## src/hdl/dcs_pkg.sv

```systemverilog
// Shared types and constants for the dedispersion channel shift core.
// No dependencies; used by every module of the block.
package dcs_pkg;

  // Field widths
  localparam int CH_W    = 6;
  localparam int TB_W    = 16;
  localparam int VAL_W   = 32;
  localparam int OTB_W   = 20;
  localparam int ST_W    = 2;

  // Configuration widths
  localparam int DM_W    = 24;
  localparam int FS_W    = 24;
  localparam int FSTEP_W = 21;
  localparam int TS_W    = 32;
  localparam int CFG_IW  = 2;
  localparam int CFG_DW  = 32;

  // Frequency arithmetic
  localparam int DIFF_W  = 27;
  localparam int FREQ_W  = 28;
  localparam int MAG_W   = 26;
  localparam int FU_W    = 27;
  localparam int SUM_W   = 28;

  // Numerator / denominator widths
  localparam int A_W     = 56;
  localparam int B_W     = 54;
  localparam int C_W     = 51;
  localparam int NUM_W   = 120;
  localparam int DSQ_W   = 102;
  localparam int DEN_W   = 134;
  localparam int QW      = 22;
  localparam int CMP_W   = DEN_W + QW;

  localparam logic [31:0] DELAY_CONST = 32'd4150000000;

  // Output range
  localparam int OUT_TIME_BINS = 1048576;
  localparam int T_MAX_RAW     = OUT_TIME_BINS - 1;
  localparam int T_MAX         = (T_MAX_RAW > 1048575) ? 1048575 : T_MAX_RAW;
  localparam logic [OTB_W-1:0] T_MAX_BIN = T_MAX[OTB_W-1:0];

  // Front-to-back queue
  localparam int Q_DEPTH = 2;
  localparam int Q_AW    = 1;

  // Register reset values
  localparam logic [DM_W-1:0]           DM_RST    = 24'd0;
  localparam logic [FS_W-1:0]           FS_RST    = 24'd10240;
  localparam logic signed [FSTEP_W-1:0] FSTEP_RST = 21'sd1024;
  localparam logic [TS_W-1:0]           TS_RST    = 32'd83300;

  typedef enum logic [CFG_IW-1:0] {
    REG_DM     = 2'd0,
    REG_FSTART = 2'd1,
    REG_FSTEP  = 2'd2,
    REG_TSTEP  = 2'd3
  } reg_idx_t;

  typedef enum logic [ST_W-1:0] {
    ST_OK      = 2'd0,
    ST_CLAMP   = 2'd1,
    ST_BADFREQ = 2'd2
  } status_t;

  typedef struct packed {
    logic [DM_W-1:0]           dm;
    logic [FS_W-1:0]           f_start;
    logic signed [FSTEP_W-1:0] f_step;
    logic [TS_W-1:0]           time_step;
  } cfg_t;

  // Fields that ride along the pipeline untouched
  typedef struct packed {
    logic [CH_W-1:0]  ch;
    logic [TB_W-1:0]  tb;
    logic [VAL_W-1:0] val;
    logic             bad;
    logic             neg;
  } side_t;

  typedef struct packed {
    side_t            side;
    logic [MAG_W-1:0] mag;
    logic [FU_W-1:0]  fu;
  } item_t;

  // Handshake between front and queue
  typedef struct packed {
    logic push;
    logic full;
  } qctl_t;

endpackage

```

## src/hdl/dcs_front.sv

```systemverilog
// Front end: configuration registers, input request capture, frequency classification.
// Depends on dcs_pkg.
module dcs_front (
  input  logic                          clk,
  input  logic                          rst,
  input  logic                          cfg_valid,
  output logic                          cfg_ready,
  input  logic [dcs_pkg::CFG_IW-1:0]    cfg_index,
  input  logic [dcs_pkg::CFG_DW-1:0]    cfg_data,
  output dcs_pkg::cfg_t                 cfg,
  input  logic                          in_valid,
  output logic                          in_ready,
  input  logic [dcs_pkg::CH_W-1:0]      channel,
  input  logic [dcs_pkg::TB_W-1:0]      time_bin,
  input  logic [dcs_pkg::VAL_W-1:0]     sample_value,
  input  logic                          q_full,
  output logic                          q_push,
  output dcs_pkg::item_t                q_item
);

  logic signed [dcs_pkg::DIFF_W-1:0] diff;
  logic signed [dcs_pkg::FREQ_W-1:0] freq;
  logic [dcs_pkg::DIFF_W-1:0]        absd;
  dcs_pkg::item_t                    cls;
  dcs_pkg::item_t                    fitem;
  logic                              fv;
  logic                              accept;

  assign cfg_ready = 1'b1;

  // Configuration registers
  always_ff @(posedge clk) begin
    if (rst) begin
      cfg.dm        <= dcs_pkg::DM_RST;
      cfg.f_start   <= dcs_pkg::FS_RST;
      cfg.f_step    <= dcs_pkg::FSTEP_RST;
      cfg.time_step <= dcs_pkg::TS_RST;
    end else if (cfg_valid) begin
      case (dcs_pkg::reg_idx_t'(cfg_index))
        dcs_pkg::REG_DM:     cfg.dm        <= cfg_data[dcs_pkg::DM_W-1:0];
        dcs_pkg::REG_FSTART: cfg.f_start   <= cfg_data[dcs_pkg::FS_W-1:0];
        dcs_pkg::REG_FSTEP:  cfg.f_step    <= signed'(cfg_data[dcs_pkg::FSTEP_W-1:0]);
        dcs_pkg::REG_TSTEP:  cfg.time_step <= cfg_data[dcs_pkg::TS_W-1:0];
        default: ;
      endcase
    end
  end

  // F - F0 and F for this channel
  assign diff = dcs_pkg::DIFF_W'($signed({1'b0, channel})) * dcs_pkg::DIFF_W'(cfg.f_step);
  assign freq = dcs_pkg::FREQ_W'($signed({1'b0, cfg.f_start})) + dcs_pkg::FREQ_W'(diff);
  assign absd = diff[dcs_pkg::DIFF_W-1] ? dcs_pkg::DIFF_W'(-diff) : dcs_pkg::DIFF_W'(diff);

  always_comb begin
    cls.side.ch  = channel;
    cls.side.tb  = time_bin;
    cls.side.val = sample_value;
    cls.side.bad = (freq <= 0) || (cfg.f_start == '0);
    cls.side.neg = diff[dcs_pkg::DIFF_W-1];
    cls.mag      = absd[dcs_pkg::MAG_W-1:0];
    cls.fu       = freq[dcs_pkg::FU_W-1:0];
  end

  assign in_ready = !fv || !q_full;
  assign accept   = in_valid && in_ready;
  assign q_push   = fv && !q_full;
  assign q_item   = fitem;

  // Input register
  always_ff @(posedge clk) begin
    if (rst) begin
      fv <= 1'b0;
    end else if (accept) begin
      fv <= 1'b1;
    end else if (q_push) begin
      fv <= 1'b0;
    end
  end

  always_ff @(posedge clk) begin
    if (accept) begin
      fitem <= cls;
    end
  end

endmodule

```

## config.mk

```make
export PLATFORM = sky130hd
export DESIGN_NAME = dcs_front
export DESIGN_NICKNAME = d
export VERILOG_FILES = /design/src/hdl/dcs_pkg.sv /design/src/hdl/dcs_front.sv
export SDC_FILE = /design/constraint.sdc
export NUM_CORES = 1
export LEC_CHECK = 0
export BUFFER_PORTS_ARGS = -buffer_cell sky130_fd_sc_hd__buf_4
export CORE_ASPECT_RATIO = 2
export CORE_MARGIN = 10
export CORE_UTILIZATION = 30
export DETAILED_ROUTE_END_ITERATION = 12
export GPL_TIMING_DRIVEN = 1
export PLACE_DENSITY = 0.53
export SKIP_CTS_REPAIR_TIMING = 1
export SLEW_MARGIN = 10
export SYNTH_ARGS = -nofsm -noshare
export SYNTH_HDL_FRONTEND = slang
export SYNTH_SLANG_ARGS = --single-unit
```

## constraint.sdc

```tcl
create_clock -name clk -period 7.5 [get_ports clk]
set_input_delay 1.5 -clock clk [delete_from_list [all_inputs] [get_ports clk]]
set_output_delay 1.5 -clock clk [all_outputs]
set_load 0.01 [all_outputs]
```

# After elaboration in Yosys (flattened, before gate mapping)
# Cells that the tools add are included.
dict set report op_classes {
  n_mux 3
  addsub 2
  mul 1
  eq_ne 3
  reduce_logical 13
  n_lt_le_gt_ge 1
}
# cell count
set ops {}
lappend ops {{$add A25 B27 Y28} 1}
lappend ops {{$le A28 B1 Y1 const B} 1}
lappend ops {{$mul A7 B21 Y27} 1}
lappend ops {{$mux W26} 1}
lappend ops {{$neg A26 Y26} 1}
lappend ops {{$logic_not A24 Y1} 1}
lappend ops {{$reduce_and A2 Y1} 4}
lappend ops {{$eq A2 B2 Y1 const B} 2}
lappend ops {{$eq A2 B1 Y1 const B} 1}
lappend ops {{$logic_and A1 B1 Y1} 2}
lappend ops {{$logic_not A1 Y1} 2}
lappend ops {{$logic_not A2 Y1} 1}
lappend ops {{$logic_or A1 B1 Y1} 2}
lappend ops {{$mux W1} 2}
lappend ops {{$reduce_bool A2 Y1} 1}
dict set report word_totals {
  in_bits 93
  word_cells 35
  regBits 211
}

# Logic depth before layout (Yosys ltp)
dict set report depth {
  word_depth 4
  mapped_depth 28
  ltp_nobuf 27
}

# Least setup slack after synthesis
# OpenSTA, ideal clock, no wires.
dict set report synth_timing {
  path_type {input-to-reg}
  startpoint {input port channel[3] (netlist name)}
  endpoint {register fitem (netlist bit q_item[54]) (data pin)}
  path_slack_ps -531
  setup_time_ps 278
  path_stages 27
  t_arrival_ps 7754
  path_cell_list {clkbuf_1 -> and2_1 -> fa_1 -> inv_1 -> fa_1 -> inv_1 -> fa_1 -> inv_1 -> fa_1 -> inv_1 -> ha_1 -> a21o_1 -> o21bai_2 -> or3_1 -> a31o_1 -> xor2_1 -> ha_1 -> and4_1 -> and3_1 -> o211ai_1 -> o21a_1 -> nor3_1 -> nor2_1 -> a2111oi_1 -> nand2b_1 -> nand4_1 -> a32oi_1}
}
# element line_no
set synth_rtl {}
lappend synth_rtl {{start, declared} dcs_front.sv:13} ;# input logic [dcs_pkg::CH_W-1:0] channel,
lappend synth_rtl {{end signal, assigned} dcs_front.sv:82} ;# fitem <= cls;
lappend synth_rtl {{end, declared} dcs_front.sv:25} ;# dcs_pkg::item_t fitem;

==> impl_metrics.py <==
metrics = {
    "die": {
        "die_y_um": 317.6,
        "rows": 109,
        "die_area_um2": 53620,
        "io_pins": 306,
        "core-area_um2": 44050,
        "die_x_um": 168.8,
        "start_util_pct": 30.16,
    },
    "sta": {
        "skew_ns": 0.03789,
        "rsz0062_at_grt": "yes",
        "worstMarginPinSlew_ns": 1.093,
        "relSlewSlack_pct": 27.16,
        "setup_viol": 0,
        "whs_ns": 0.4557,
        "period_share_pct": 99.11,
        "period_needed_ns": 7.434,
        "maxSlewViolCount": 0,
        "final_hold_viol_count": 0,
        "fmax_mhz": 134.5,
    },
    "yosys": {
        "synth_mux_area_share_pct": 0.07534,
        "synth_top_cell_by_area": "edfxtp_1",
        "yosysSeqAreaShare_pct": 40.00,
        "synthDistinctLibCells": 71,
        "syn_avg_cell_area_um2": 9.712,
        "synth_top_family_by_area": "adder cells",
        "synthAdderAreaFrac_pct": 20.59,
        "synth_cells": 1368,
        "ys.flop_type": "edfxtp_1",
        "ys.warnings.count": 0,
        "syn_nets": 1628,
        "synth-seq-cells": 211,
        "synth_compound_area_share_pct": 10.79,
        "synth_top_area_share_pct": 24.64,
        "synthArstFlopShare_pct": 0,
        "yosys.area_share.simple_pct": 19.42,
        "yosys-top-cells-area": "edfxtp_1 (25%), dfxtp_1 (15%), fa_1 (13%)",
        "synth_xor_area_share_pct": 4.680,
        "synth-edff-count": 109,
        "syn_area_um2": 13290,
    },
    "placed_design": {
        "numPortBuffers": 304,
        "dp_hpwl_um": 36610,
        "gp_congestion": 0.9176,
        "place_area_um2": 17590,
        "placedCellCount": 2351,
    },
    "global_route": {
        "antenna_found_initial": 0,
        "grt.total_usage_pct": 16.34,
        "grt_pass1_vias": 12499,
        "globalRouteOverflowTotal": 0,
        "grt_pass1_wl_um": 69960,
        "grt_max_degree": 103,
    },
    "setup_path": {
        "worstPathRequired_ns": 7.88,
        "endpoint_kind": "register",
        "slowest_stage": "fa_1",
        "crit_start": "channel[1]",
        "cp-start-kind": "input pin",
        "cpMostUsedCell": "fa_1",
        "r2r-start": "cfg[36]",
        "arrival_ns": 7.81,
        "path_class": "input pin to register",
        "slowest_delay_ns": 0.53,
        "rrSetupSlack_ns": 0.70,
        "cp_max_fo": 4,
        "critPathBufInv": 5,
        "crit_family": "adder cells",
        "worstReg2RegEnd": "q_item[54]",
        "reg2reg_depth": 26,
    },
    "cts": {
        "clockBufferDepth": 3,
        "cts_made_buffers": 22,
        "insertion_delay_ns": 0.56,
        "cts_tree": "built",
        "cts_htree_levels": 1,
        "cts_sinks": 211,
        "clk_pin_slew_ns": 0.07,
        "root_buffer": "clkbuf_16",
    },
    "hold_path": {
        "min_to": "cfg[12]",
        "hp-start": "cfg[12]",
        "min_path_type": "register to register",
        "holdPathStages": 2,
    },
    "power_and_ir_drop": {
        "p_per_area_nw_per_um2": 186.1,
        "power_leakage_nw": 8.677,
        "ir_worst_vdd_mv": 0.1575,
    },
    "route": {
        "routedWlPerCell_um": 18.87,
        "drtIter0Drc": 379,
        "first_pass_iters": 4,
        "antenna_left": 0,
        "viasPerCell": 4.774,
        "wl_um": 45430,
        "post-route-drc-count": 0,
        "vias": 11492,
    },
    "layout": {
        "fin_area_um2": 18700,
        "final_util_pct": 42.45,
        "fin_cells": 2407,
        "final_cell_mix": "buf_4 (487), nand2_1 (261), a21oi_1 (127), edfxtp_1 (109), and2_1 (105)",
        "nets": 2096,
        "nFillCells": 4379,
        "area_delta_synth_final_pct": 40.75,
        "multiInputGateArea_um2": 7812,
        "regArea_um2": 5315,
        "drive_gt1_share_pct": 32.83,
        "num_antenna_cells": 0,
        "final_common_cell": "buf_4",
    },
    "run": {
        "drv_cap": 0,
    },
    "status": {
        "outcome": "finished clean",
    },
}
[state kept, by name, indices dropped and copies added (netlist names)]
register,cells
cfg,101
fv,1
q_item,109
[how the worst max path moves through the flow]
stage,endpoint,cells after the start
after CTS,q_item[54],28
after floorplan,q_item[54],28
after detailed placement,q_item[54],28
final,q_item[54],27
after global routing,q_item[54],27
after global placement,q_item[54],29
[kinds of logic (layout without fill, tap and decap cells)]
kind of cell	after synthesis	after routing
AO/OA/AOI/OAI	233	233
XOR/XNOR	71	71
adder cells (fa/ha/maj)	167	167
buffers and inverters	155	639
flip-flops	211	211
multiplexers	1	1
other	1	1
AND/OR/NAND/NOR	529	529
[final cells by class]
| type | count | area share, % |
|---|---|---|
| multi-input combinational | 1002 | 41.78 |
| clock buffer | 31 | 3.292 |
| sequential | 211 | 28.42 |
| tap | 555 | 3.713 |
| inverter | 104 | 2.088 |
| clock inverter | 9 | 0.4884 |
| timing repair buffer | 495 | 20.22 |
[per-stage QoR]
| step | worst slack (ns) | setup TNS, ns | power (mW) |
|---|---|---|---|
| 3_3_place_gp | -0.6855 | -1.738 | 2.344 |
| 4_1_cts | -0.1811 | -0.1813 | 3.494 |
| 6_report | 0.06639 | 0 | 3.479 |
| 3_5_place_dp | -0.7525 | -1.944 | 2.358 |
| 2_1_floorplan | -0.1340 | -0.1340 | 1.843 |
| 5_1_grt | -0.1390 | -0.1530 | 3.668 |
[report_power, final]
group          total, mW  internal, mW  switching, mW  leakage, nW
Combinational       1.01         0.501          0.512         6.44
Clock               1.11         0.614          0.495        0.339
Sequential          1.36          1.32         0.0425         1.90
Total               3.48          2.43           1.05         8.68
[cells in the mapped netlist, drive strengths merged, types with 7 or more instances]
cell type	instances
nand3	14
or4	7
nor4	12
ha	81
edfxtp	109
inv	104
a21o	19
fa	86
xnor2	38
a21oi	135
o21a	9
nor3	18
or3	9
and3	9
xor2	33
nand3b	11
o21ai	18
nor2	41
and2	113
a31oi	8
nand2b	8
dfxtp	102
nand2	263
clkbuf	48
nor2b	8
[layer usage]
metal  vias up  track usage [%]  wire (um)
met3        79            3.521       2682
met1      5536            16.77      16670
met2       330            30.90      24310
met4         0            6.485       1769
met5         -                0          0
li1       5547                -          -
[worst min-delay path, stage by stage, from the launching register on]
cell     delay, ns
dfxtp_1       0.30
nand2_1       0.05
a21oi_1       0.05
Note: power is estimated with default switching activity, not from simulation.
