File: src/hdl/dcs_pkg.sv
// Shared types and constants for the dedispersion channel shift core.
// No dependencies; used by every module of the block.
package dcs_pkg;

  // Field widths
  localparam int CH_W    = 6;
  localparam int TB_W    = 16;
  localparam int VAL_W   = 32;
  localparam int OTB_W   = 20;
  localparam int ST_W    = 2;

  // Configuration widths
  localparam int DM_W    = 24;
  localparam int FS_W    = 24;
  localparam int FSTEP_W = 21;
  localparam int TS_W    = 32;
  localparam int CFG_IW  = 2;
  localparam int CFG_DW  = 32;

  // Frequency arithmetic
  localparam int DIFF_W  = 27;
  localparam int FREQ_W  = 28;
  localparam int MAG_W   = 26;
  localparam int FU_W    = 27;
  localparam int SUM_W   = 28;

  // Numerator / denominator widths
  localparam int A_W     = 56;
  localparam int B_W     = 54;
  localparam int C_W     = 51;
  localparam int NUM_W   = 120;
  localparam int DSQ_W   = 102;
  localparam int DEN_W   = 134;
  localparam int QW      = 22;
  localparam int CMP_W   = DEN_W + QW;

  localparam logic [31:0] DELAY_CONST = 32'd4150000000;

  // Output range
  localparam int OUT_TIME_BINS = 1048576;
  localparam int T_MAX_RAW     = OUT_TIME_BINS - 1;
  localparam int T_MAX         = (T_MAX_RAW > 1048575) ? 1048575 : T_MAX_RAW;
  localparam logic [OTB_W-1:0] T_MAX_BIN = T_MAX[OTB_W-1:0];

  // Front-to-back queue
  localparam int Q_DEPTH = 2;
  localparam int Q_AW    = 1;

  // Register reset values
  localparam logic [DM_W-1:0]           DM_RST    = 24'd0;
  localparam logic [FS_W-1:0]           FS_RST    = 24'd10240;
  localparam logic signed [FSTEP_W-1:0] FSTEP_RST = 21'sd1024;
  localparam logic [TS_W-1:0]           TS_RST    = 32'd83300;

  typedef enum logic [CFG_IW-1:0] {
    REG_DM     = 2'd0,
    REG_FSTART = 2'd1,
    REG_FSTEP  = 2'd2,
    REG_TSTEP  = 2'd3
  } reg_idx_t;

  typedef enum logic [ST_W-1:0] {
    ST_OK      = 2'd0,
    ST_CLAMP   = 2'd1,
    ST_BADFREQ = 2'd2
  } status_t;

  typedef struct packed {
    logic [DM_W-1:0]           dm;
    logic [FS_W-1:0]           f_start;
    logic signed [FSTEP_W-1:0] f_step;
    logic [TS_W-1:0]           time_step;
  } cfg_t;

  // Fields that ride along the pipeline untouched
  typedef struct packed {
    logic [CH_W-1:0]  ch;
    logic [TB_W-1:0]  tb;
    logic [VAL_W-1:0] val;
    logic             bad;
    logic             neg;
  } side_t;

  typedef struct packed {
    side_t            side;
    logic [MAG_W-1:0] mag;
    logic [FU_W-1:0]  fu;
  } item_t;

  // Handshake between front and queue
  typedef struct packed {
    logic push;
    logic full;
  } qctl_t;

endpackage

File: src/hdl/dcs_queue.sv
// Short queue between front and back ends.
// Depends on dcs_pkg.
module dcs_queue (
  input  logic           clk,
  input  logic           rst,
  input  dcs_pkg::item_t item_in,
  input  logic           push,
  output logic           full,
  input  logic           pop,
  output logic           head_valid,
  output dcs_pkg::item_t head
);

  dcs_pkg::item_t            mem [dcs_pkg::Q_DEPTH];
  logic [dcs_pkg::Q_AW-1:0]  wr;
  logic [dcs_pkg::Q_AW-1:0]  rd;
  logic [dcs_pkg::Q_AW:0]    count;
  logic                      do_pop;

  assign full       = (count == (dcs_pkg::Q_AW + 1)'(dcs_pkg::Q_DEPTH));
  assign head_valid = (count != '0);
  assign head       = mem[rd];
  assign do_pop     = pop && head_valid;

  // Pointers and fill count
  always_ff @(posedge clk) begin
    if (rst) begin
      wr    <= '0;
      rd    <= '0;
      count <= '0;
    end else begin
      if (push) begin
        wr <= wr + 1'b1;
      end
      if (do_pop) begin
        rd <= rd + 1'b1;
      end
      count <= count + (dcs_pkg::Q_AW + 1)'(push) - (dcs_pkg::Q_AW + 1)'(do_pop);
    end
  end

  always_ff @(posedge clk) begin
    if (push) begin
      mem[wr] <= item_in;
    end
  end

endmodule

File: config.mk
export PLATFORM = sky130hd
export DESIGN_NAME = dcs_queue
export DESIGN_NICKNAME = d
export VERILOG_FILES = /design/src/hdl/dcs_pkg.sv /design/src/hdl/dcs_queue.sv
export SDC_FILE = /design/constraint.sdc
export NUM_CORES = 1
export LEC_CHECK = 0
export ABC_AREA = 1
export BUFFER_PORTS_ARGS = -buffer_cell sky130_fd_sc_hd__buf_2
export CAP_MARGIN = 5
export CELL_PAD_IN_SITES_DETAIL_PLACEMENT = 1
export CELL_PAD_IN_SITES_GLOBAL_PLACEMENT = 1
export CORE_MARGIN = 3
export CORE_UTILIZATION = 44
export DETAILED_ROUTE_END_ITERATION = 8
export PLACE_DENSITY = 0.82
export SYNTH_ARGS = -nofsm -noshare
export SYNTH_HDL_FRONTEND = slang
export SYNTH_SLANG_ARGS = --single-unit
File: constraint.sdc
create_clock -name clk -period 6.74 [get_ports clk]
set_input_delay 0 -clock clk [delete_from_list [all_inputs] [get_ports clk]]
set_output_delay 0 -clock clk [all_outputs]
set_load 0.02 [all_outputs]
== Yosys cells after proc, flatten, opt, wreduce, memory -nomap -nowiden ==
Memories as Yosys holds them, arrays and structs flattened. A register that Yosys moved wholly into a read port is not among the register bits.
Index checks and enable logic that the tools add are counted.

* Output and inout bits: 111
* Word-level logic and storage cells: 15
* Input port bits: 113
* Memories: 1
* Memory bits (writable): 218
* Bits in registers: 4

{| class="wikitable"
|+ Memories
! name !! words !! width !! rd ports !! clocked after Yosys merged registers in !! write ports !! RTL line !! text
|-
| mem || 2 || 109 || 1 || 1 || 1 || dcs_queue.sv:14 || <nowiki>dcs_pkg::item_t mem [dcs_pkg::Q_DEPTH];</nowiki>
|}

* Equal/unequal tests: 1
* Reductions and logical operators: 2
* Add/subtract/negate cells: 4
* Mux-type cells: 4

{| class="wikitable"
|+ Operator list
! cell !! number
|-
| 1-bit 2-to-1 mux || 4
|-
| 1-bit adder, second input constant || 2
|-
| 2-bit by 1-bit adder with 2-bit output || 1
|-
| 2-bit equality test, second input constant || 1
|-
| 2-bit nonzero test || 1
|-
| 2-bit by 1-bit subtractor with 2-bit output || 1
|-
| 1-bit logical AND || 1
|}

== Logic depth before layout (Yosys ltp) ==
Gate-level depths: netlist of the first run.

* Depth after elaboration: 4
* Depth in mapped cells: 10
* Depth with buffers taken out: 10

== Least setup slack after synthesis of the first run ==
Ideal clock, no wire load.

* Kind: flip-flop to flip-flop
* Start: reg wr
* End: mem mem[0][0] in the netlist's numbering (enable)
* Required time: 6.159 ns
* Library setup time: 0.581 ns
* Buffers on the path: 0
* Path slack: 1.311 ns
* Stages on the path, launching flop included: 2
* Data arrival time: 4.848 ns
* Clock period less this slack: 5.429 ns
* Cell sequence: dfxtp_1 nor2_1

{| class="wikitable"
|+ RTL lines
! item !! RTL line !! text
|-
| from (decl) || dcs_queue.sv:15 || <nowiki>logic [dcs_pkg::Q_AW-1:0] wr;</nowiki>
|-
| from (signal assigned) || dcs_queue.sv:33 || <nowiki>wr <= wr + 1'b1;</nowiki>
|-
| to (decl) || dcs_queue.sv:14 ||
|}

No word-level cell before the write port.

==> results of run 1 <==
## cell usage after synthesis
cell type	instances
sky130_fd_sc_hd__a21oi_1	1
sky130_fd_sc_hd__buf_2	9
sky130_fd_sc_hd__buf_6	3
sky130_fd_sc_hd__dfxtp_1	5
sky130_fd_sc_hd__edfxtp_1	218
sky130_fd_sc_hd__ha_1	2
sky130_fd_sc_hd__inv_1	10
sky130_fd_sc_hd__mux2_2	99
sky130_fd_sc_hd__mux2_4	10
sky130_fd_sc_hd__nand2_1	6
sky130_fd_sc_hd__nand3_1	2
sky130_fd_sc_hd__nor2_1	10
sky130_fd_sc_hd__nor3_1	1
## sequential cells by signal, indices dropped and copies added (netlist names), named ones only
name and flops:
rd 1, mem 218, wr 1, count 2
## what timing repair did
action	CTS	global route
endpoints found under the setup margin	0	0
hold buffers	113	0
hold endpoints to repair	223	0
## worst max-delay path: stages, from the launching register on
cell and delay [ps]:
sky130_fd_sc_hd__dfxtp_4 790, sky130_fd_sc_hd__buf_4 770, sky130_fd_sc_hd__mux2_2 440, sky130_fd_sc_hd__buf_2 170
## cells by family after synthesis
group	Yosys count
compound gates	1
mux	109
buf+inv	22
simple gates	19
fa+ha+maj	2
flops	223
## layout make-up
cell class                 count  area, µm²
antenna                        1       2.50
clock buffer                  29        598
clock inverter                11        124
fill                        1631       6730
inverter                      10       40.0
multi-input combinational    131       1380
sequential                   223       6650
tap                          229        287
timing repair buffer         340       2280
## layer usage
metal  share of wire [%]  vias up  GRT usage (%)
li1                    -     2171              -
met1                  36     2380           21.7
met2                  57      166           37.5
met3                 5.1       35           3.90
met4                 2.1        0           5.45
met5                   0        -              0
## how the worst min path moves through the flow
stage / startpoint / cells past startpoint / end
after global placement: item_in[29] / 1 / mem[0][29]$_DFFE_PP_
after detailed placement: item_in[23] / 1 / mem[1][23]$_DFFE_PP_
after floorplan: rst / 1 / count[0]$_SDFF_PP0_
after CTS: item_in[15] / 2 / mem[1][15]$_DFFE_PP_
final: item_in[44] / 2 / mem[0][44]$_DFFE_PP_
after global routing: item_in[52] / 2 / mem[0][52]$_DFFE_PP_
## power by group through the flow
stage               registers (mW)  clock network, mW  logic, mW
floorplan                     1.66                  0      0.532
global placement              1.70                  0      0.706
detailed placement            1.70                  0      0.729
CTS                           1.68               1.26      0.792
global route                  1.69               1.32      0.846
finish                        1.67               1.24      0.794
## through the flow
stage / std cells / instance area [µm²] / power [mW] / setup WS, ps
3_3_place_gp: 820 / 9500 / 2.40 / 4540
5_1_grt: 974 / 11400 / 3.85 / 3850
6_report: 974 / 11400 / 3.70 / 4020
2_1_floorplan: 376 / 8130 / 2.20 / 1310
4_1_cts: 973 / 11400 / 3.72 / 3960
3_5_place_dp: 820 / 9500 / 2.43 / 4480
==> metrics.txt, run 1 <==
# TYPE chip_impl_metric gauge
chip_impl_info{name="crit_path_start_kind",value="register"} 1
chip_impl_metric{name="synth.yosys.seq_area_share",unit="%"} 81.7
chip_impl_metric{name="design.die.area",unit="µm²"} 20200
chip_impl_metric{name="post_synth_mux_area_share",unit="%"} 15.6
chip_impl_metric{name="layout-area-overhead-vs-synth",unit="%"} 39.6
chip_impl_metric{name="setup_violations",unit=""} 0
chip_impl_info{name="cts_tree",value="built"} 1
chip_impl_metric{name="layout_min_cycle_time",unit="ps"} 2720
chip_impl_metric{name="slew_headroom",unit="%"} 42.0
chip_impl_metric{name="cts_resized",unit=""} 0
chip_impl_info{name="worstSetupPathType",value="register to output pin"} 1
chip_impl_info{name="crit_end",value="head[108]"} 1
chip_impl_metric{name="final_antenna_net_count",unit=""} 0
chip_impl_metric{name="final_hold_viol_count",unit=""} 0
chip_impl_metric{name="initial_core_util",unit="%"} 45.0
chip_impl_info{name="crit_path_end_kind",value="output pin"} 1
chip_impl_metric{name="worst_case_vdd_ir_drop",unit="V"} 0.000244
chip_impl_metric{name="coreArea",unit="µm²"} 18100
chip_impl_metric{name="internal_power",unit="mW"} 2.70
chip_impl_info{name="mostFrequentLayoutCell",value="sky130_fd_sc_hd__buf_2"} 1
chip_impl_metric{name="timing.critical_path.arrival",unit="ps"} 2720
chip_impl_metric{name="post-dp-hpwl",unit="mm"} 11.4
chip_impl_metric{name="total_leakage_power",unit="nW"} 4.35
chip_impl_metric{name="timing.final.crit_share",unit="%"} 40.3
chip_impl_metric{name="p_switching",unit="mW"} 1.00
chip_impl_metric{name="synthDistinctLibCells",unit=""} 13
chip_impl_info{name="r2r-start",value="wr$_SDFFE_PP0P_"} 1
chip_impl_metric{name="r2r_cells",unit=""} 3
chip_impl_metric{name="via_count",unit=""} 4752
chip_impl_metric{name="cts_htree_levels",unit=""} 1
chip_impl_metric{name="max_freq",unit="GHz"} 0.368
chip_impl_metric{name="synth_warnings",unit=""} 0
chip_impl_info{name="worstHoldPathType",value="input port to register"} 1
chip_impl_metric{name="tightest_slew",unit="ps"} 870
chip_impl_metric{name="clkSinkCount",unit=""} 223
chip_impl_metric{name="synth_compound_gate_area_share",unit="%"} 0.0615
chip_impl_metric{name="finalClockSkew",unit="ps"} 8.80
chip_impl_metric{name="cts_max_path_buffers",unit=""} 3
chip_impl_metric{name="yosys.area_share.xor_xnor",unit="%"} 0
chip_impl_metric{name="detail_route.wirelength",unit="mm"} 20.2
chip_impl_metric{name="vias_in_the_first_global_route",unit=""} 5433
chip_impl_metric{name="post-cts-setup-buffer-count",unit=""} 0
chip_impl_metric{name="final_max_slew_viol_count",unit=""} 0
chip_impl_metric{name="grt_pass1_wl",unit="mm"} 30.2
chip_impl_metric{name="postLayoutCoreUtil",unit="%"} 62.8
chip_impl_metric{name="clock_buffers_created_by_tritoncts",unit=""} 23
chip_impl_metric{name="row_count",unit=""} 49
chip_impl_metric{name="finalHoldWorstSlack",unit="ps"} 231
chip_impl_info{name="clock_tree.root_cell",value="sky130_fd_sc_hd__clkbuf_16"} 1
chip_impl_metric{name="die_w",unit="µm"} 142
chip_impl_metric{name="design.final.nets",unit=""} 844
chip_impl_metric{name="drt_drc_violations_left",unit=""} 0
chip_impl_info{name="outcome",value="finished clean"} 1
chip_impl_info{name="rr_endpoint",value="mem[1][86]$_DFFE_PP_"} 1
chip_impl_metric{name="io-pin-count",unit=""} 224
chip_impl_metric{name="sequentialPowerShare",unit="%"} 45.2
chip_impl_metric{name="detail_route.vias_per_cell",unit=""} 4.88
chip_impl_metric{name="gr-total-overflow",unit=""} 0
chip_impl_metric{name="power.density_cell_area",unit="nW/µm²"} 326
chip_impl_metric{name="netlist_instances",unit=""} 376
chip_impl_metric{name="yosys.area_share.adder",unit="%"} 0.308
chip_impl_metric{name="antenna_violations_before_repair",unit=""} 1
chip_impl_metric{name="avgRoutedWirePerCell",unit="µm"} 20.7
chip_impl_metric{name="synth_top_cell_area_share",unit="%"} 80.5
chip_impl_metric{name="global_route.usage.total",unit="%"} 19.5
chip_impl_metric{name="postSynthAreaPerCell",unit="µm²"} 21.6
chip_impl_metric{name="grt_start_max_net_pins",unit=""} 63
chip_impl_metric{name="drive_gt1_share",unit="%"} 49.5
chip_impl_metric{name="net_count_of_the_mapped_netlist",unit=""} 491
chip_impl_info{name="most_used_cells_in_the_layout_excluding_fill_and_tap_cells",value="sky130_fd_sc_hd__buf_2, sky130_fd_sc_hd__edfxtp_1, sky130_fd_sc_hd__dlygate4sd3_1, sky130_fd_sc_hd__mux2_2, sky130_fd_sc_hd__clkbuf_16"} 1
chip_impl_info{name="synth.area.top_cells",value="sky130_fd_sc_hd__edfxtp_1, sky130_fd_sc_hd__mux2_2, sky130_fd_sc_hd__mux2_4, sky130_fd_sc_hd__dfxtp_1, sky130_fd_sc_hd__buf_2"} 1
chip_impl_metric{name="number_of_register_bits_inferred_by_synthesis",unit=""} 223
chip_impl_metric{name="max-cap-violations",unit=""} 0
chip_impl_metric{name="logic_pwr_share",unit="%"} 21.4
chip_impl_metric{name="clkLatencyLatePin",unit="ps"} 490
chip_impl_metric{name="cts.reportedPaths.clkPinSlew",unit="ps"} 60
chip_impl_metric{name="synthSimpleGateAreaFrac",unit="%"} 0.923
chip_impl_info{name="rsz_0062_raised_after_global_routing",value="false"} 1
chip_impl_info{name="synth_top_family_by_area",value="multiplexers"} 1
chip_impl_metric{name="cp_max_fo",unit=""} 62
chip_impl_metric{name="gp_routability_congestion",unit=""} 0.719
chip_impl_metric{name="clock_power_share",unit="%"} 33.4
chip_impl_metric{name="first_iteration_detailed_routing_drc_count",unit=""} 280
chip_impl_metric{name="die_h",unit="µm"} 142
chip_impl_metric{name="netlist_area",unit="µm²"} 8130
chip_impl_metric{name="setup_tns",unit="ps"} 0
chip_impl_metric{name="drtPass1Iterations",unit=""} 6
chip_impl_metric{name="rrSetupSlack",unit="ps"} 4510
chip_impl_metric{name="placement.io_buffers",unit=""} 223
chip_impl_metric{name="crit_required",unit="ps"} 6740
chip_impl_info{name="netlist.top_cell.by_area",value="sky130_fd_sc_hd__edfxtp_1"} 1
chip_impl_metric{name="power.switching_fraction",unit="%"} 27.0
No activity file was read; power rests on OpenSTA's default activity.
==> run 2: changes to the inputs <==
--- a/config.mk
+++ b/config.mk
@@ -11,9 +11,9 @@
 export CELL_PAD_IN_SITES_DETAIL_PLACEMENT = 1
 export CELL_PAD_IN_SITES_GLOBAL_PLACEMENT = 1
 export CORE_MARGIN = 3
-export CORE_UTILIZATION = 44
+export CORE_UTILIZATION = 39
 export DETAILED_ROUTE_END_ITERATION = 8
-export PLACE_DENSITY = 0.82
+export PLACE_DENSITY = 0.77
 export SYNTH_ARGS = -nofsm -noshare
 export SYNTH_HDL_FRONTEND = slang
 export SYNTH_SLANG_ARGS = --single-unit
==> constraint.sdc (replaced) <==
create_clock -name clk -period 2.3 [get_ports clk]
set_input_delay 0 -clock clk [delete_from_list [all_inputs] [get_ports clk]]
set_output_delay 0 -clock clk [all_outputs]
set_load 0.02 [all_outputs]
==> metrics.txt, run 2 (synthesis gave the netlist of run 1 again) <==
# TYPE chip_impl_metric gauge
chip_impl_metric{name="slew_headroom",unit="%"} 59.1
chip_impl_metric{name="drive_gt1_share",unit="%"} 50.8
chip_impl_metric{name="gp_routability_congestion",unit=""} 0.734
chip_impl_metric{name="antenna_cells",unit=""} 0
chip_impl_info{name="most_used_cells_in_the_layout_excluding_fill_and_tap_cells",value="sky130_fd_sc_hd__buf_2, sky130_fd_sc_hd__edfxtp_1, sky130_fd_sc_hd__dlygate4sd3_1, sky130_fd_sc_hd__mux2_2, sky130_fd_sc_hd__clkbuf_16"} 1
chip_impl_metric{name="antenna_violations_before_repair",unit=""} 0
chip_impl_metric{name="cts.reportedPaths.clkPinSlew",unit="ps"} 60
chip_impl_metric{name="sequential_cell_area",unit="µm²"} 6650
chip_impl_info{name="top_layer",value="met4"} 1
chip_impl_metric{name="grt_pass1_wl",unit="mm"} 30.5
chip_impl_info{name="crit_path_end_kind",value="output pin"} 1
chip_impl_metric{name="gr-total-overflow",unit=""} 0
chip_impl_metric{name="placement.io_buffers",unit=""} 223
chip_impl_metric{name="clock_buffers_created_by_tritoncts",unit=""} 25
chip_impl_info{name="top_register",value="mem"} 1
chip_impl_metric{name="crit_buf_inv",unit=""} 2
chip_impl_metric{name="rrSetupSlack",unit="ps"} 480
chip_impl_metric{name="design.final.nets",unit=""} 849
chip_impl_metric{name="tightest_slew",unit="ps"} 613
chip_impl_metric{name="crit_required",unit="ps"} 2300
chip_impl_metric{name="cts_htree_levels",unit=""} 1
chip_impl_info{name="worstSetupPathType",value="register to output pin"} 1
chip_impl_metric{name="avgRoutedWirePerCell",unit="µm"} 19.9
chip_impl_metric{name="cts_max_path_buffers",unit=""} 3
chip_impl_metric{name="final_antenna_net_count",unit=""} 0
chip_impl_metric{name="setup_violations",unit=""} 0
chip_impl_metric{name="cts_resized",unit=""} 0
chip_impl_info{name="crit_path_start_kind",value="register"} 1
chip_impl_info{name="outcome",value="finished clean"} 1
chip_impl_metric{name="clkLatencyLatePin",unit="ps"} 500
chip_impl_metric{name="max-cap-violations",unit=""} 0
chip_impl_metric{name="vias_in_the_first_global_route",unit=""} 5529
chip_impl_metric{name="layout_min_cycle_time",unit="ps"} 1930
chip_impl_metric{name="final_max_slew_viol_count",unit=""} 0
chip_impl_metric{name="die_w",unit="µm"} 150
chip_impl_info{name="critical_path.cell_chain",value="buf_12 > mux2_2 > buf_2"} 1
chip_impl_metric{name="design.die.area",unit="µm²"} 22600
chip_impl_metric{name="drtPass1Iterations",unit=""} 4
chip_impl_info{name="rsz_0062_raised_after_global_routing",value="false"} 1
chip_impl_metric{name="cp_max_fo",unit=""} 26
chip_impl_info{name="reg.largest.list",value="mem (218), count (2)"} 1
chip_impl_metric{name="layout-area-overhead-vs-synth",unit="%"} 42.7
chip_impl_metric{name="post_route_setup_slack",unit="ps"} 375
chip_impl_metric{name="filler_cell_count",unit=""} 1898
chip_impl_metric{name="wl_met1",unit="mm"} 7.18
chip_impl_info{name="mostFrequentLayoutCell",value="sky130_fd_sc_hd__buf_2"} 1
chip_impl_metric{name="routed-wl-met2",unit="mm"} 11.3
chip_impl_metric{name="max_freq",unit="GHz"} 0.519
chip_impl_metric{name="routed-wl-met3",unit="mm"} 1.30
chip_impl_metric{name="detail_route.vias_per_cell",unit=""} 4.69
chip_impl_metric{name="initial_core_util",unit="%"} 39.9
chip_impl_info{name="cts_tree",value="built"} 1
chip_impl_metric{name="timing.critical_path.slowest_cell_delay",unit="ps"} 590
chip_impl_info{name="cpMaxStageDelayCell",value="sky130_fd_sc_hd__dfxtp_4"} 1
chip_impl_metric{name="finalHoldWorstSlack",unit="ps"} 225
chip_impl_metric{name="coreArea",unit="µm²"} 20400
chip_impl_metric{name="power.density_cell_area",unit="nW/µm²"} 973
chip_impl_metric{name="total_leakage_power",unit="nW"} 4.41
chip_impl_info{name="path_delay_family",value="flip-flops"} 1
chip_impl_metric{name="multi_input_comb_area",unit="µm²"} 1380
chip_impl_metric{name="io-pin-count",unit=""} 224
chip_impl_metric{name="row_count",unit=""} 52
chip_impl_info{name="clock_tree.root_cell",value="sky130_fd_sc_hd__clkbuf_16"} 1
chip_impl_metric{name="global_route.usage.total",unit="%"} 17.6
chip_impl_metric{name="die_h",unit="µm"} 150
chip_impl_metric{name="detail_route.wirelength",unit="mm"} 20.4
chip_impl_metric{name="grt_start_max_net_pins",unit=""} 76
chip_impl_metric{name="flip_flop_count_of_the_largest_register_after_layout",unit=""} 218
chip_impl_metric{name="clkSinkCount",unit=""} 223
chip_impl_metric{name="ctsHoldBuffers",unit=""} 113
chip_impl_metric{name="via_count",unit=""} 4797
chip_impl_metric{name="finalClockSkew",unit="ps"} 13.6
chip_impl_metric{name="dpl_worst_slack",unit="ps"} 843
chip_impl_metric{name="first_iteration_detailed_routing_drc_count",unit=""} 169
chip_impl_metric{name="final_hold_viol_count",unit=""} 0
chip_impl_metric{name="worst_case_vdd_ir_drop",unit="V"} 0.000527
chip_impl_metric{name="post-dp-hpwl",unit="mm"} 11.8
chip_impl_metric{name="post-cts-setup-buffer-count",unit=""} 0
chip_impl_metric{name="timing.critical_path.arrival",unit="ps"} 1930
chip_impl_metric{name="drt_drc_violations_left",unit=""} 0
chip_impl_info{name="worstHoldPathType",value="input port to register"} 1
chip_impl_metric{name="timing.final.crit_share",unit="%"} 83.7
[run 2: cell count changes in the layout (fill, tap and decap cells not counted), moves of 2 or more]
cell                         before  now
sky130_fd_sc_hd__clkinvlp_4       0    6
sky130_fd_sc_hd__buf_12           0    5
sky130_fd_sc_hd__clkinv_1         5    3
sky130_fd_sc_hd__clkbuf_1         6    4
sky130_fd_sc_hd__clkbuf_16       23   25
sky130_fd_sc_hd__buf_4            4    2
[run 2: through the flow]
step / cell area, µm² / cells / util (%) / TNS, ps / power (mW)
final: 11600 / 1022 / 57.0 / 0 / 11.3
after global routing: 11600 / 1022 / 57.0 / 0 / 11.7
after CTS: 11600 / 1022 / 57.0 / 0 / 11.4
after detailed placement: 9640 / 864 / 47.3 / 0 / 7.20
after global placement: 9640 / 864 / 47.3 / 0 / 7.10
after floorplan: 8150 / 376 / - / -15400 / 6.42
[run 2: power by group]
part | switching [mW] | internal (mW)
sequential | 0.130 | 4.73
clock | 1.54 | 2.44
combinational | 1.35 | 1.09
[run 2: path summary, 6_finish.rpt]
kind,start,end,depth (start not counted)
max,register,head[0],3
min,item_in[11],mem[1][11]$_DFFE_PP_,2
max reg2reg,count[0]$_SDFF_PP0_,count[0]$_SDFF_PP0_,8
min reg2reg,rd$_SDFFE_PP0P_,register,2
[run 2: worst reg2reg max path, stage by stage (launching register included)]
cell	delay (ps)
sky130_fd_sc_hd__dfxtp_1	350
sky130_fd_sc_hd__nor2_1	50
sky130_fd_sc_hd__nor2_1	140
sky130_fd_sc_hd__ha_1	250
sky130_fd_sc_hd__inv_1	60
sky130_fd_sc_hd__ha_1	220
sky130_fd_sc_hd__inv_1	50
sky130_fd_sc_hd__nor2_1	30
sky130_fd_sc_hd__dlygate4sd3_1	540
[run 2: area by class of cell]
class / count / area share (%)
Tap cell: 270 / 2.91
Timing Repair Buffer: 343 / 20.4
Sequential cell: 223 / 57.3
Clock inverter: 16 / 1.63
Multi-Input combinational cell: 131 / 11.9
Clock buffer: 29 / 5.52
Inverter: 10 / 0.356
[run 2: routing by layer]
layer  GRT usage (%)  vias to the layer above
li1                -                     2181
met1            18.6                     2396
met2            34.0                      177
met3            4.33                       43
met4            5.35                        0
met5               0                        -
==> run 3: changes to the inputs <==
--- a/config.mk
+++ b/config.mk
@@ -11,9 +11,9 @@
 export CELL_PAD_IN_SITES_DETAIL_PLACEMENT = 1
 export CELL_PAD_IN_SITES_GLOBAL_PLACEMENT = 1
 export CORE_MARGIN = 3
-export CORE_UTILIZATION = 39
+export CORE_UTILIZATION = 44
 export DETAILED_ROUTE_END_ITERATION = 8
-export PLACE_DENSITY = 0.77
+export PLACE_DENSITY = 0.82
 export SYNTH_ARGS = -nofsm -noshare
 export SYNTH_HDL_FRONTEND = slang
 export SYNTH_SLANG_ARGS = --single-unit
==> constraint.sdc (replaced) <==
create_clock -name clk -period 1.86 [get_ports clk]
set_input_delay 0 -clock clk [delete_from_list [all_inputs] [get_ports clk]]
set_output_delay 0 -clock clk [all_outputs]
set_load 0.02 [all_outputs]
==> metrics.txt, run 3 (synthesis gave the netlist of run 1 again) <==
# TYPE chip_impl_metric gauge
chip_impl_info{name="outcome",value="finished clean"} 1
chip_impl_metric{name="drtPass1Iterations",unit=""} 4
chip_impl_info{name="crit_path_start_kind",value="register"} 1
chip_impl_info{name="worstSetupPathType",value="register to output pin"} 1
chip_impl_info{name="most_used_cells_in_the_layout_excluding_fill_and_tap_cells",value="sky130_fd_sc_hd__buf_2, sky130_fd_sc_hd__edfxtp_1, sky130_fd_sc_hd__dlygate4sd3_1, sky130_fd_sc_hd__mux2_2, sky130_fd_sc_hd__clkbuf_16"} 1
chip_impl_metric{name="drt_drc_violations_left",unit=""} 0
chip_impl_info{name="rsz_0062_raised_after_global_routing",value="false"} 1
chip_impl_metric{name="die_h",unit="µm"} 142
chip_impl_metric{name="first_iteration_detailed_routing_drc_count",unit=""} 175
chip_impl_metric{name="antenna_cells",unit=""} 0
chip_impl_metric{name="layout_min_cycle_time",unit="ps"} 1720
chip_impl_metric{name="design.final.nets",unit=""} 847
chip_impl_metric{name="antenna_violations_before_repair",unit=""} 0
chip_impl_metric{name="grt_pass1_wl",unit="mm"} 30.3
chip_impl_metric{name="final_hold_viol_count",unit=""} 0
chip_impl_metric{name="io-pin-count",unit=""} 224
chip_impl_metric{name="max_freq",unit="GHz"} 0.582
chip_impl_info{name="mostFrequentLayoutCell",value="sky130_fd_sc_hd__buf_2"} 1
chip_impl_info{name="cts_tree",value="built"} 1
chip_impl_metric{name="post-place-cells",unit=""} 822
chip_impl_info{name="crit_path_end_kind",value="output pin"} 1
chip_impl_metric{name="setup_tns",unit="ps"} 0
chip_impl_metric{name="die_w",unit="µm"} 142
chip_impl_metric{name="cp_max_fo",unit=""} 34
chip_impl_info{name="reg.largest.list",value="mem (218), count (2)"} 1
chip_impl_metric{name="initial_core_util",unit="%"} 45.0
chip_impl_metric{name="global_route.usage.total",unit="%"} 19.4
chip_impl_metric{name="post_layout_nonfiller_instances",unit=""} 977
chip_impl_info{name="worstHoldPathType",value="input port to register"} 1
chip_impl_metric{name="coreArea",unit="µm²"} 18100
chip_impl_metric{name="gr-total-overflow",unit=""} 0
chip_impl_metric{name="timing.critical_path.arrival",unit="ps"} 1720
chip_impl_metric{name="cts_htree_levels",unit=""} 1
chip_impl_info{name="top_register",value="mem"} 1
chip_impl_metric{name="power.density_cell_area",unit="nW/µm²"} 1170
chip_impl_metric{name="detail_route.wirelength",unit="mm"} 20.3
chip_impl_metric{name="tightest_slew",unit="ps"} 550
chip_impl_metric{name="layout-area-overhead-vs-synth",unit="%"} 40.8
chip_impl_metric{name="max-cap-violations",unit=""} 0
chip_impl_metric{name="clkLatencyLatePin",unit="ps"} 490
chip_impl_metric{name="flip_flop_count_of_the_largest_register_after_layout",unit=""} 218
chip_impl_metric{name="grt_start_max_net_pins",unit=""} 70
chip_impl_metric{name="timing.final.crit_share",unit="%"} 92.4
chip_impl_metric{name="crit_required",unit="ps"} 1860
chip_impl_metric{name="slew_headroom",unit="%"} 63.3
chip_impl_metric{name="detail_route.vias_per_cell",unit=""} 4.82
chip_impl_metric{name="cts_max_path_buffers",unit=""} 3
chip_impl_metric{name="clkSinkCount",unit=""} 223
chip_impl_metric{name="placement.io_buffers",unit=""} 223
chip_impl_metric{name="clock_buffers_created_by_tritoncts",unit=""} 23
chip_impl_metric{name="avgRoutedWirePerCell",unit="µm"} 20.8
chip_impl_metric{name="drive_gt1_share",unit="%"} 49.9
chip_impl_metric{name="final_max_slew_viol_count",unit=""} 0
chip_impl_metric{name="finalHoldWorstSlack",unit="ps"} 232
chip_impl_metric{name="post-dp-hpwl",unit="mm"} 11.6
chip_impl_metric{name="vias_in_the_first_global_route",unit=""} 5465
chip_impl_metric{name="worst_case_vdd_ir_drop",unit="V"} 0.000894
chip_impl_metric{name="cts.reportedPaths.clkPinSlew",unit="ps"} 60
chip_impl_metric{name="total_leakage_power",unit="nW"} 4.38
chip_impl_metric{name="setup_violations",unit=""} 0
chip_impl_info{name="clock_tree.root_cell",value="sky130_fd_sc_hd__clkbuf_16"} 1
chip_impl_metric{name="finalClockSkew",unit="ps"} 16.1
chip_impl_metric{name="row_count",unit=""} 49
chip_impl_metric{name="design.die.area",unit="µm²"} 20200
chip_impl_metric{name="gp_routability_congestion",unit=""} 0.731
chip_impl_metric{name="final_antenna_net_count",unit=""} 0
chip_impl_metric{name="filler_cell_count",unit=""} 1628
chip_impl_metric{name="via_count",unit=""} 4708
## run 3: cell types whose count changed in the layout (fill, tap and decap cells not counted), moves of 2 or more
cell | previous run | this run
sky130_fd_sc_hd__bufinv_16 | 4 | 2
sky130_fd_sc_hd__clkinv_1 | 3 | 5
sky130_fd_sc_hd__clkbuf_1 | 4 | 7
sky130_fd_sc_hd__clkinvlp_4 | 6 | 1
## run 3: area by class of cell
| class | instances | area (µm²) | area share [%] |
|---|---|---|---|
| inverters | 10 | 41.3 | 0.361 |
| well taps | 229 | 287 | 2.50 |
| clock inverters | 11 | 98.8 | 0.863 |
| multi-input cells | 131 | 1380 | 12.1 |
| flip-flops and latches | 223 | 6650 | 58.1 |
| repair buffers | 343 | 2390 | 20.9 |
| clock buffers | 30 | 602 | 5.26 |
## run 3: worst max-delay path: stages (launching register included)
cell	delay (ps)
sky130_fd_sc_hd__dfxtp_4	400
sky130_fd_sc_hd__clkbuf_16	280
sky130_fd_sc_hd__mux2_2	380
sky130_fd_sc_hd__buf_2	160
## run 3: final timing paths
check | startpoint | slack (ps) | cells past startpoint | to
max reg2reg | wr$_SDFFE_PP0P_ | 210 | 5 | wr$_SDFFE_PP0P_
min reg2reg | rd$_SDFFE_PP0P_ | 530 | 2 | register
min | item_in[86] | 230 | 2 | mem[1][86]$_DFFE_PP_
max | register | 140 | 3 | head[83]
## run 3: through the flow
stage / total power, mW / util [%] / setup slack (ps) / area [µm²]
finish: 13.4 / 63.3 / 141 / 11400
global route: 13.9 / 63.3 / 92.0 / 11400
CTS: 13.4 / 63.1 / 11.7 / 11400
detailed placement: 8.87 / 53.0 / 407 / 9580
global placement: 8.76 / 53.0 / 520 / 9580
floorplan: 7.94 / - / -538 / 8150
## run 3: per-layer routing
| metal | wire length [µm] | vias to the layer above | share of wire, % | track usage, % |
|---|---|---|---|---|
| met5 | 0 | - | 0 | 0 |
| met4 | 439 | 0 | 2.2 | 5.25 |
| met3 | 981 | 37 | 4.8 | 3.46 |
| met2 | 11300 | 159 | 56 | 38.1 |
| met1 | 7560 | 2333 | 37 | 21.4 |
| li1 | - | 2179 | - | - |
## run 3: timing repair
item                                    CTS  global route
buffers inserted                          0             0
endpoints found under the setup margin    0            27
hold buffers                            113             0
gates resized for setup                   0             1
hold endpoints to repair                223             0
## run 3: power by group
group | switching, mW | internal, mW | total (mW)
Clock | 1.76 | 2.55 | 4.31
Combinational | 1.75 | 1.35 | 3.10
Sequential | 0.102 | 5.85 | 5.95
